### config.mk
export PLATFORM = sky130hd
export DESIGN_NAME = icmpv6_checksum_builder_unit
export DESIGN_NICKNAME = d
export VERILOG_FILES = /design/src/rtl/core/icb_pkg.sv /design/src/rtl/core/icb_front.sv /design/src/rtl/core/icb_queue.sv /design/src/rtl/core/icb_back.sv /design/src/rtl/core/icmpv6_checksum_builder_unit.sv
export SDC_FILE = /design/constraint.sdc
export NUM_CORES = 1
export LEC_CHECK = 0
export ABC_CLOCK_PERIOD_IN_PS = 23900
export BUFFER_PORTS_ARGS = -buffer_cell sky130_fd_sc_hd__buf_4
export CORE_AREA = 2 2 269 165
export DETAILED_ROUTE_END_ITERATION = 16
export DIE_AREA = 0 0 271 167
export HOLD_SLACK_MARGIN = 0.1
export PLACE_DENSITY_LB_ADDON = 0.05
export REMOVE_ABC_BUFFERS = 1
export SYNTH_ARGS = -nofsm -noshare
export SYNTH_HDL_FRONTEND = slang
export SYNTH_SLANG_ARGS = --single-unit
### constraint.sdc
create_clock -name i_clk -period 23.9 [get_ports i_clk]
set_input_delay 1.195 -clock i_clk [delete_from_list [all_inputs] [get_ports i_clk]]
set_output_delay 1.195 -clock i_clk [all_outputs]
set_load 0.05 [all_outputs]
### src/rtl/core/icb_pkg.sv
// Shared types, constants and sum helpers for the ICMPv6 checksum builder.
package icb_pkg;

    localparam logic OP_START = 1'b0;
    localparam logic OP_DATA  = 1'b1;

    localparam logic [15:0] NEXT_HEADER_ICMPV6 = 16'd58;
    localparam logic [15:0] LENGTH_START       = 16'd4;
    localparam logic [15:0] WORD_MAX           = 16'hFFFF;

    // One entry of the queue between the front and the back.
    typedef struct packed {
        logic        op;
        logic        last;
        logic [7:0]  data_byte;
        logic [15:0] pre_sum;
    } t_entry;

    // Plain sum of the four 16-bit words of a quad.
    function automatic logic [17:0] quad_sum(input logic [63:0] v);
        quad_sum = 18'(v[63:48]) + 18'(v[47:32]) + 18'(v[31:16]) + 18'(v[15:0]);
    endfunction

    // Fold a plain sum into the 16-bit end-around form.
    function automatic logic [15:0] fold_sum(input logic [20:0] x);
        logic [16:0] y;
        y        = 17'(x[15:0]) + 17'(x[20:16]);
        fold_sum = y[15:0] + 16'(y[16]);
    endfunction

endpackage

### src/rtl/core/icb_front.sv
// Front end: accept requests, pre-sum the pseudo-header and feed the queue.
module icb_front import icb_pkg::*; #(
    parameter int DEPTH = 4,
    parameter int CW    = 3
) (
    input  logic          i_clk,
    input  logic          i_rst_n,
    input  logic          i_push,
    output logic          o_full,
    input  logic          i_op,
    input  logic [63:0]   i_src_high,
    input  logic [63:0]   i_src_low,
    input  logic [63:0]   i_dst_high,
    input  logic [63:0]   i_dst_low,
    input  logic [7:0]    i_msg_type,
    input  logic [7:0]    i_msg_code,
    input  logic [7:0]    i_data_byte,
    input  logic          i_last,
    input  logic [CW-1:0] i_q_count,
    output logic          o_wr_en,
    output t_entry        o_wr_entry
);

    logic        r_s1_valid;
    logic        r_s1_op;
    logic        r_s1_last;
    logic [7:0]  r_s1_byte;
    logic [18:0] r_s1_part [4];

    logic        r_s2_valid;
    logic        r_s2_op;
    logic        r_s2_last;
    logic [7:0]  r_s2_byte;
    logic [20:0] r_s2_total;

    logic        accept;
    logic [CW:0] in_flight;

    // Requests in the pipe plus queued entries never exceed the queue depth.
    assign in_flight = {1'b0, i_q_count} + (CW+1)'(r_s1_valid) + (CW+1)'(r_s2_valid);
    assign o_full    = in_flight >= (CW+1)'(DEPTH);
    assign accept    = i_push && !o_full;

    always_ff @(posedge i_clk) begin
        if (!i_rst_n) begin
            r_s1_valid <= 1'b0;
            r_s2_valid <= 1'b0;
        end else begin
            r_s1_valid <= accept;
            r_s2_valid <= r_s1_valid;
        end
    end

    always_ff @(posedge i_clk) begin
        r_s1_op      <= i_op;
        r_s1_last    <= i_last;
        r_s1_byte    <= i_data_byte;
        r_s1_part[0] <= 19'(quad_sum(i_src_high)) + 19'(NEXT_HEADER_ICMPV6);
        r_s1_part[1] <= 19'(quad_sum(i_src_low)) + 19'({i_msg_type, i_msg_code});
        r_s1_part[2] <= 19'(quad_sum(i_dst_high));
        r_s1_part[3] <= 19'(quad_sum(i_dst_low));

        r_s2_op      <= r_s1_op;
        r_s2_last    <= r_s1_last;
        r_s2_byte    <= r_s1_byte;
        r_s2_total   <= 21'(r_s1_part[0]) + 21'(r_s1_part[1])
                      + 21'(r_s1_part[2]) + 21'(r_s1_part[3]);
    end

    assign o_wr_en              = r_s2_valid;
    assign o_wr_entry.op        = r_s2_op;
    assign o_wr_entry.last      = r_s2_last;
    assign o_wr_entry.data_byte = r_s2_byte;
    assign o_wr_entry.pre_sum   = fold_sum(r_s2_total);

endmodule

### src/rtl/core/icb_queue.sv
// Short queue that decouples the front end from the accumulator.
module icb_queue import icb_pkg::*; #(
    parameter int DEPTH = 4,
    parameter int PW    = 2,
    parameter int CW    = 3
) (
    input  logic          i_clk,
    input  logic          i_rst_n,
    input  logic          i_wr_en,
    input  t_entry        i_wr_entry,
    input  logic          i_rd_en,
    output logic          o_rd_valid,
    output t_entry        o_rd_entry,
    output logic [CW-1:0] o_count
);

    t_entry        mem [DEPTH];
    logic [PW-1:0] r_wr_ptr;
    logic [PW-1:0] r_rd_ptr;
    logic [CW-1:0] r_count;
    logic          do_rd;

    function automatic logic [PW-1:0] next_ptr(input logic [PW-1:0] p);
        next_ptr = (p == PW'(DEPTH - 1)) ? '0 : p + PW'(1);
    endfunction

    assign do_rd      = i_rd_en && (r_count != '0);
    assign o_rd_valid = r_count != '0;
    assign o_rd_entry = mem[r_rd_ptr];
    assign o_count    = r_count;

    always_ff @(posedge i_clk) begin
        if (i_wr_en) begin
            mem[r_wr_ptr] <= i_wr_entry;
        end
    end

    always_ff @(posedge i_clk) begin
        if (!i_rst_n) begin
            r_wr_ptr <= '0;
            r_rd_ptr <= '0;
            r_count  <= '0;
        end else begin
            if (i_wr_en) begin
                r_wr_ptr <= next_ptr(r_wr_ptr);
            end
            if (do_rd) begin
                r_rd_ptr <= next_ptr(r_rd_ptr);
            end
            if (i_wr_en && !do_rd) begin
                r_count <= r_count + CW'(1);
            end else if (!i_wr_en && do_rd) begin
                r_count <= r_count - CW'(1);
            end
        end
    end

endmodule

### src/rtl/core/icb_back.sv
// Back end: running end-around sum, byte pairing, length and result register.
module icb_back import icb_pkg::*; (
    input  logic        i_clk,
    input  logic        i_rst_n,
    input  logic        i_rd_valid,
    input  t_entry      i_rd_entry,
    output logic        o_rd_en,
    output logic        o_empty,
    input  logic        i_pop,
    output logic [15:0] o_checksum,
    output logic [15:0] o_message_length,
    output logic        o_too_long
);

    logic [15:0] r_sum;
    logic [15:0] r_count;
    logic [7:0]  r_held;
    logic        r_odd;
    logic        r_ovf;

    logic        r_out_valid;
    logic [15:0] r_out_checksum;
    logic [15:0] r_out_length;
    logic        r_out_too_long;

    logic        out_free;
    logic        take;
    logic        is_start;
    logic [15:0] base;
    logic [15:0] word;
    logic [15:0] count_new;
    logic        ovf_new;
    logic [15:0] sum_new;
    logic [15:0] n_sum;
    logic [7:0]  n_held;
    logic        n_odd;

    assign out_free = !r_out_valid || i_pop;
    assign take     = i_rd_valid && (!i_rd_entry.last || out_free);
    assign o_rd_en  = take;
    assign is_start = i_rd_entry.op == OP_START;

    always_comb begin
        base = is_start ? i_rd_entry.pre_sum : r_sum;
        word = '0;
        if (!is_start) begin
            if (r_odd) begin
                word = {r_held, i_rd_entry.data_byte};
            end else if (i_rd_entry.last) begin
                word = {i_rd_entry.data_byte, 8'h00};
            end
        end
        if (is_start) begin
            count_new = LENGTH_START;
            ovf_new   = 1'b0;
            n_held    = '0;
            n_odd     = 1'b0;
        end else begin
            count_new = (r_count == WORD_MAX) ? WORD_MAX : r_count + 16'd1;
            ovf_new   = r_ovf || (r_count == WORD_MAX);
            n_held    = r_odd ? 8'h00 : i_rd_entry.data_byte;
            n_odd     = !r_odd;
        end
        // Three-way add folds to the same value as adding the words one by one.
        sum_new = fold_sum(21'(base) + 21'(word)
                           + 21'(i_rd_entry.last ? count_new : 16'h0000));
        n_sum   = sum_new;
    end

    always_ff @(posedge i_clk) begin
        if (!i_rst_n) begin
            r_sum       <= '0;
            r_count     <= '0;
            r_held      <= '0;
            r_odd       <= 1'b0;
            r_ovf       <= 1'b0;
            r_out_valid <= 1'b0;
        end else begin
            if (take) begin
                if (i_rd_entry.last) begin
                    r_sum   <= '0;
                    r_count <= '0;
                    r_held  <= '0;
                    r_odd   <= 1'b0;
                    r_ovf   <= 1'b0;
                end else begin
                    r_sum   <= n_sum;
                    r_count <= count_new;
                    r_held  <= n_held;
                    r_odd   <= n_odd;
                    r_ovf   <= ovf_new;
                end
            end
            if (take && i_rd_entry.last) begin
                r_out_valid <= 1'b1;
            end else if (i_pop) begin
                r_out_valid <= 1'b0;
            end
        end
    end

    always_ff @(posedge i_clk) begin
        if (take && i_rd_entry.last) begin
            r_out_checksum <= ~sum_new;
            r_out_length   <= count_new;
            r_out_too_long <= ovf_new;
        end
    end

    assign o_empty          = !r_out_valid;
    assign o_checksum       = r_out_checksum;
    assign o_message_length = r_out_length;
    assign o_too_long       = r_out_too_long;

endmodule

### src/rtl/core/icmpv6_checksum_builder_unit.sv
// Top level of the ICMPv6 checksum builder.
//
// Input channel (push/full): a start request (op = 0) carries the source and
// destination addresses as 64-bit halves plus type and code; data requests
// (op = 1) carry one message byte each. last ends the message; on a start
// request it means the message has no data. A request is taken on a rising
// edge with push high and full low.
// Result channel (empty/pop): one result per message, holding the
// complemented end-around sum, the message length (4 + data bytes,
// saturated at 65535) and too_long. It is taken on an edge with pop high and
// empty low.
// Throughput: one request per cycle while no last request waits on a held
// result. The front end pre-sums the eighteen pseudo-header words in two
// register stages, then the back end does one three-way end-around add per
// request. A last request passes the two front stages, the queue and the result register before empty goes low.
// Stall: a waiting result holds in the output register while data requests
// keep flowing into the accumulator; a last request waits in the queue, and
// full rises once the queue plus the two front stages hold QUEUE_DEPTH.
// Reset (synchronous, active low) empties the queue and the result register
// and clears the running sum, length and byte pairing.
module icmpv6_checksum_builder_unit import icb_pkg::*; #(
    parameter int QUEUE_DEPTH = 4
) (
    input  logic        i_clk,
    input  logic        i_rst_n,
    input  logic        push,
    output logic        full,
    input  logic        i_op,
    input  logic [63:0] i_src_high,
    input  logic [63:0] i_src_low,
    input  logic [63:0] i_dst_high,
    input  logic [63:0] i_dst_low,
    input  logic [7:0]  i_msg_type,
    input  logic [7:0]  i_msg_code,
    input  logic [7:0]  i_data_byte,
    input  logic        i_last,
    output logic        empty,
    input  logic        pop,
    output logic [15:0] o_checksum,
    output logic [15:0] o_message_length,
    output logic        o_too_long
);

    // Pointer and fill-count widths of the queue.
    localparam int PW = (QUEUE_DEPTH > 1) ? $clog2(QUEUE_DEPTH) : 1;
    localparam int CW = $clog2(QUEUE_DEPTH + 1);

    logic          wr_en;
    t_entry        wr_entry;
    logic          rd_en;
    logic          rd_valid;
    t_entry        rd_entry;
    logic [CW-1:0] q_count;

    // Accept requests and pre-sum the pseudo-header.
    icb_front #(
        .DEPTH (QUEUE_DEPTH),
        .CW    (CW)
    ) u_front (
        .i_clk       (i_clk),
        .i_rst_n     (i_rst_n),
        .i_push      (push),
        .o_full      (full),
        .i_op        (i_op),
        .i_src_high  (i_src_high),
        .i_src_low   (i_src_low),
        .i_dst_high  (i_dst_high),
        .i_dst_low   (i_dst_low),
        .i_msg_type  (i_msg_type),
        .i_msg_code  (i_msg_code),
        .i_data_byte (i_data_byte),
        .i_last      (i_last),
        .i_q_count   (q_count),
        .o_wr_en     (wr_en),
        .o_wr_entry  (wr_entry)
    );

    // Hold classified requests until the accumulator takes them.
    icb_queue #(
        .DEPTH (QUEUE_DEPTH),
        .PW    (PW),
        .CW    (CW)
    ) u_queue (
        .i_clk      (i_clk),
        .i_rst_n    (i_rst_n),
        .i_wr_en    (wr_en),
        .i_wr_entry (wr_entry),
        .i_rd_en    (rd_en),
        .o_rd_valid (rd_valid),
        .o_rd_entry (rd_entry),
        .o_count    (q_count)
    );

    // Accumulate, finish on last and present the result.
    icb_back u_back (
        .i_clk            (i_clk),
        .i_rst_n          (i_rst_n),
        .i_rd_valid       (rd_valid),
        .i_rd_entry       (rd_entry),
        .o_rd_en          (rd_en),
        .o_empty          (empty),
        .i_pop            (pop),
        .o_checksum       (o_checksum),
        .o_message_length (o_message_length),
        .o_too_long       (o_too_long)
    );

endmodule

### After elaboration in Yosys (flattened, before gate mapping)

Memory sizes are Yosys's and may differ from the RTL's. A register that Yosys moved wholly into a read port is not among the register bits.
Index checks and enable logic that the tools add are counted.

* register bits after elaboration: 126
* RAM bits: 180
* output and inout port bits: 35
* logic and storage cells: 102
* memories kept: 2

* $add $sub $neg: 30
* $lt $le $gt $ge: 1
* equal/unequal tests: 3
* multiplexer cells: 26
* bitwise operators: 1
* reduce and logical (&&, ||, !) cells: 18

Memory list
* u_queue.mem: words 4, width 26, read ports 1, clocked after Yosys merged registers in 1, wr ports 1, line icb_queue.sv:17 `t_entry mem [DEPTH];`
* u_front.r_s1_part: words 4, width 19, read ports 4, clocked after Yosys merged registers in 0, wr ports 4, line icb_front.sv:28 `logic [18:0] r_s1_part [4];`

Operators by type and width (count)
* 18-bit by 16-bit adder with 18-bit output: 8
* 16-bit 2-to-1 mux: 9
* 16-bit by 16-bit adder with 17-bit output: 5
* 21-bit by 19-bit adder with 21-bit output: 2
* 16-bit by 5-bit adder with 17-bit output: 2
* 16-bit by 1-bit adder with 16-bit output: 2
* 8-bit 2-to-1 mux: 3
* 21-bit adder: 1
* 19-bit by 19-bit adder with 20-bit output: 1
* 18-bit by 16-bit adder with 19-bit output: 1
* 18-bit by 6-bit adder with 19-bit output, second input constant: 1
* 16-bit by 1-bit adder with 16-bit output, second input constant: 1
* 16-bit equality test, second input constant: 1
* 16-bit inverter: 1
* 1-bit 2-to-1 mux: 8
* 2-bit 2-to-1 mux: 4
* 1-bit logical AND: 6
* 1-bit logical NOT: 6
* 3-bit 2-to-1 mux: 2
* 2-bit by 1-bit adder with 2-bit output, second input constant: 2
* 3-bit by 1-bit adder with 4-bit output: 1
* 4-bit by 1-bit adder with 4-bit output: 1
* 2-bit equality test, second input constant: 2
* 4-bit by 3-bit >= comparator with 1-bit output, second input constant: 1
* other kinds (5): 8

### Longest topological paths before layout

* depth after elaboration: 8
* depth in mapped cells: 43

### Modules after synthesis

Synthesis repeated with hierarchy kept, for this count alone.

* cells, all modules: 2053
* area, all modules: 21828.4 um2

Modules (own cells, without submodules)
* icb_front: instances 1, cells an instance 1204, area each 11796.3 um2
* icb_back: instances 1, cells an instance 668, area each 5783.0 um2
* icb_queue: instances 1, cells an instance 181, area each 4249.1 um2

### Worst setup path after synthesis

No wires, ideal clock.

* kind: register -> register
* start: register (tool-made name)
* end: register u_back.r_out_checksum[15], in the netlist u_back.o_checksum[15] (data pin)
* setup time: 272 ps
* arrival time: 8193 ps
* slack: 15435 ps
* cell stages (with the launch flop): 38
* period minus slack after synthesis: 8465 ps
* path through: dfxtp_1 > clkbuf_1 > clkbuf_1 > buf_1 > mux4_2 > nand2_1 > nand2_1 > ha_1 > a21o_1 > a21oi_1 > nor2b_1 > o21a_1 > or3_1 > a31oi_1 > xnor2_1 > ha_1 > clkbuf_1 > a2111oi_0 > [... 2 more ...] > nand2_1 > a21oi_1 > o21ai_0 > a21oi_1 > xnor2_1 > ha_1 > fa_1 > nand2_1 > nor3_2 > nand2_1 > nor2_1 > ha_1 > nand3_1 > or2_2 > or3_1 > a221oi_1 > o221ai_1 > xor2_1

RTL lines
* to (signal assigned): line icb_back.sv:104 `r_out_checksum <= ~sum_new;`
* to (decl): line icb_back.sv:22 `logic [15:0] r_out_checksum;`

==> flow_metrics.py <==
metrics = {
    "synthesis": {
        "synthTopCellsByArea": "edfxtp_1 (18%), dfxtp_1 (15%), ha_1 (13%)",
        "yosys_warnings": 0,
        "yosysMostFrequentCell": "inv_1",
        "ys_types": 84,
        "syn-instance-count": 2479,
        "synth_area_per_cell_um2": 9.38,
        "synth_edf_count": 137,
        "synth.cells.most_frequent": "inv_1 (394), ha_1 (233), dfxtp_1 (169)",
        "synth_top_area_cell": "edfxtp_1",
        "async_flop_share_pct": 0,
        "syn_area_um2": 23200,
        "ys_seq_area_share_pct": 32.3,
        "synth_top_area_share_pct": 17.7,
        "synth_ff_type": "dfxtp_1",
        "ys_seq_elements": 306,
    },
    "sta": {
        "worst_pin_slew_ps": 1230,
        "fin_crit_ps": 9340,
        "fin_skew_ps": 21.4,
        "slew_headroom_pct": 16.4,
        "setup_violations": 0,
        "rsz0062_at_grt": "false",
        "finalHoldViolCount": 0,
        "period_share_pct": 39.1,
        "slew_violations": 0,
        "timing.fmax_mhz": 107,
        "tns_ps": 0,
    },
    "routing": {
        "wl_per_cell_um": 17.7,
        "drtPass1Iterations": 6,
        "routed-via-count": 18566,
        "ant_nets": 0,
        "wirelength_um": 60100,
        "avgViaCountPerCell": 5.46,
        "dr.first_iter.drc_count": 1436,
        "post-route-drc-count": 0,
    },
    "worst_setup_path": {
        "worst_r2r_endpoint": "u_back.o_checksum[15]",
        "worstPathMaxFanout": 28,
        "crit_family": "compound AO/OA/AOI/OAI gates",
        "arrival_ps": 9640,
        "worstSetupPathType": "reg -> reg",
        "start_kind": "register",
        "reg2reg_depth": 35,
        "cp_slowest_cell": "a2111oi_0",
        "critical_path_required_ps": 24200,
        "r2r_slack_ps": 14560,
        "timing.critical_path.buf_inv": 1,
        "critPathCaptureType": "register",
        "slowest_delay_ps": 780,
    },
    "floorplan": {
        "ios": 321,
        "core_area_um2": 42700,
        "die_w_um": 271,
        "start_util_pct": 54.4,
        "num_rows": 59,
        "dieArea_um2": 45300,
        "die_h_um": 167,
    },
    "hold_path": {
        "whs_endpoint": "u_front.r_s2_byte[4]",
        "min_from": "u_front.r_s1_byte[4]",
        "holdCritPathClass": "reg -> reg",
        "min_path_cells": 0,
    },
    "clocking": {
        "cts.reportedPaths.clkPinSlew_ps": 70,
        "cts_max_level": 1,
        "cts_tree": "built",
        "cts_setup_buffers": 0,
        "clock_latency_ps": 560,
        "clock_sinks": 306,
        "cts_resized": 0,
        "cts_root_buf": "clkbuf_16",
        "ctsHoldBuffers": 0,
        "clockBufferDepth": 3,
        "numCtsBuffers": 27,
    },
    "grt": {
        "grt_antenna_before_repair": 0,
        "track_usage_pct": 26.9,
        "grt_first_pass_wirelength_um": 97300,
        "grt_overflow": 0,
        "grt_pass1_vias": 18430,
        "grt_max_degree": 55,
    },
    "placed_design": {
        "io_buffers": 320,
        "finalWeightedCongestion": 0.958,
        "dpl.hpwl_um": 48700,
    },
    "finish": {
        "drive_gt1_share_pct": 15.1,
        "num_antenna_cells": 0,
        "nNetsFinal": 3421,
        "fillers": 3596,
        "area_delta_synth_final_pct": 17.2,
    },
    "run": {
        "cap_violations": 0,
    },
    "status": {
        "status": "finished, final reports clean",
    },
}
-- worst max-delay path by stage --
stage                                       end  slack [ps]  depth (start not counted)
after floorplan           u_back.o_checksum[15]       15110                         35
after CTS                 u_back.o_checksum[15]       14710                         35
final                     u_back.o_checksum[15]       14560                         35
after global placement    u_back.o_checksum[15]       15060                         35
after detailed placement  u_back.o_checksum[15]       14780                         35
after global routing      u_back.o_checksum[15]       13810                         35
-- per-layer routing --
| metal | wire, µm | global-route usage (%) | vias to the layer above | share of wire (%) |
|---|---|---|---|---|
| li1 | - | - | 9143 | - |
| met1 | 30000 | 42.7 | 8810 | 50 |
| met4 | 639 | 2.95 | 0 | 1.1 |
| met5 | 0 | 0 | - | 0 |
| met2 | 23400 | 37.5 | 560 | 39 |
| met3 | 6040 | 6.75 | 53 | 10 |
-- layout by cell type (no fill, tap or decap), drive strengths merged, types with 9 or more instances in the layout --
master and instances:
dfxtp 169, nor2b 77, a21o 48, a31oi 13, a21boi 11, nand3 67, xor2 92, or3 19
a211oi 20, a211o 9, nor2 137, o41ai 9, fa 98, a22oi 27, a21oi 148, nand2b 21
and3 39, o31ai 10, nor3 54, o21ai 83, xnor2 150, clkbuf 30, mux4 24, buf 332
inv 396, edfxtp 137, nand2 152, and2 23, ha 233, o21bai 28, o21a 26
-- registers in the layout, indices dropped and copies added (netlist names), 2 cells and up, named ones only --
register / cells
u_front.r_s1_byte: 8
u_front.r_s2_byte: 8
u_back.r_held: 8
u_front.r_s2_total: 21
u_queue.r_wr_ptr: 2
u_back.o_checksum: 16
u_back.r_sum: 16
u_back.o_message_length: 16
u_queue.o_count: 3
u_front.r_s1_part: 74
u_back.r_count: 16
u_queue.mem: 104
u_queue.r_rd_ptr: 2
-- metrics by stage --
step           hold WS (ps)  worst slack (ps)  cells  utilization [%]  area (µm²)
6_report                327             14560   3402             63.7       27200
5_1_grt                 341             13810   3402             63.7       27200
4_1_cts                 328             14710   3402             63.7       27200
3_5_place_dp            312             14780   3354             61.6       26300
3_3_place_gp            312             15060   3354             61.6       26300
2_1_floorplan           310             15110   2443                -       23100
-- logic make-up (layout without fill, tap and decap cells) --
| group | Yosys count | in the layout | synth area share, % |
|---|---|---|---|
| mux | 34 | 34 | 2.77 |
| buf+inv | 431 | 775 | 6.99 |
| simple gates | 636 | 636 | 13.7 |
| xor+xnor | 242 | 242 | 9.15 |
| flops | 306 | 306 | 32.3 |
| fa+ha+maj | 332 | 332 | 21.0 |
| compound gates | 498 | 498 | 14.1 |
-- worst register-to-register path, delay by kind of cell, from the launching register on --
kind / cells / cell delay (ps)
xor gates and xnor gates: 3 / 440
DFF: 1 / 410
and+or+nand+nor: 12 / 2510
AOI/OAI and AO/OA: 12 / 3260
adders and majority gates: 6 / 1600
buffers and inverters: 1 / 390
muxes: 1 / 440
-- final cells by class --
class	instances	area, µm²	area share, %
multi-input cells	1742	14100	51.9
well taps	579	724	2.66
clock buffers	30	707	2.59
flip-flops and latches	306	7500	27.5
repair buffers	332	2490	9.15
clock inverters	18	206	0.758
inverters	395	1480	5.44
Power is not shown: default switching activity piles up to over one toggle a cycle in this logic, so the estimate is an artifact.
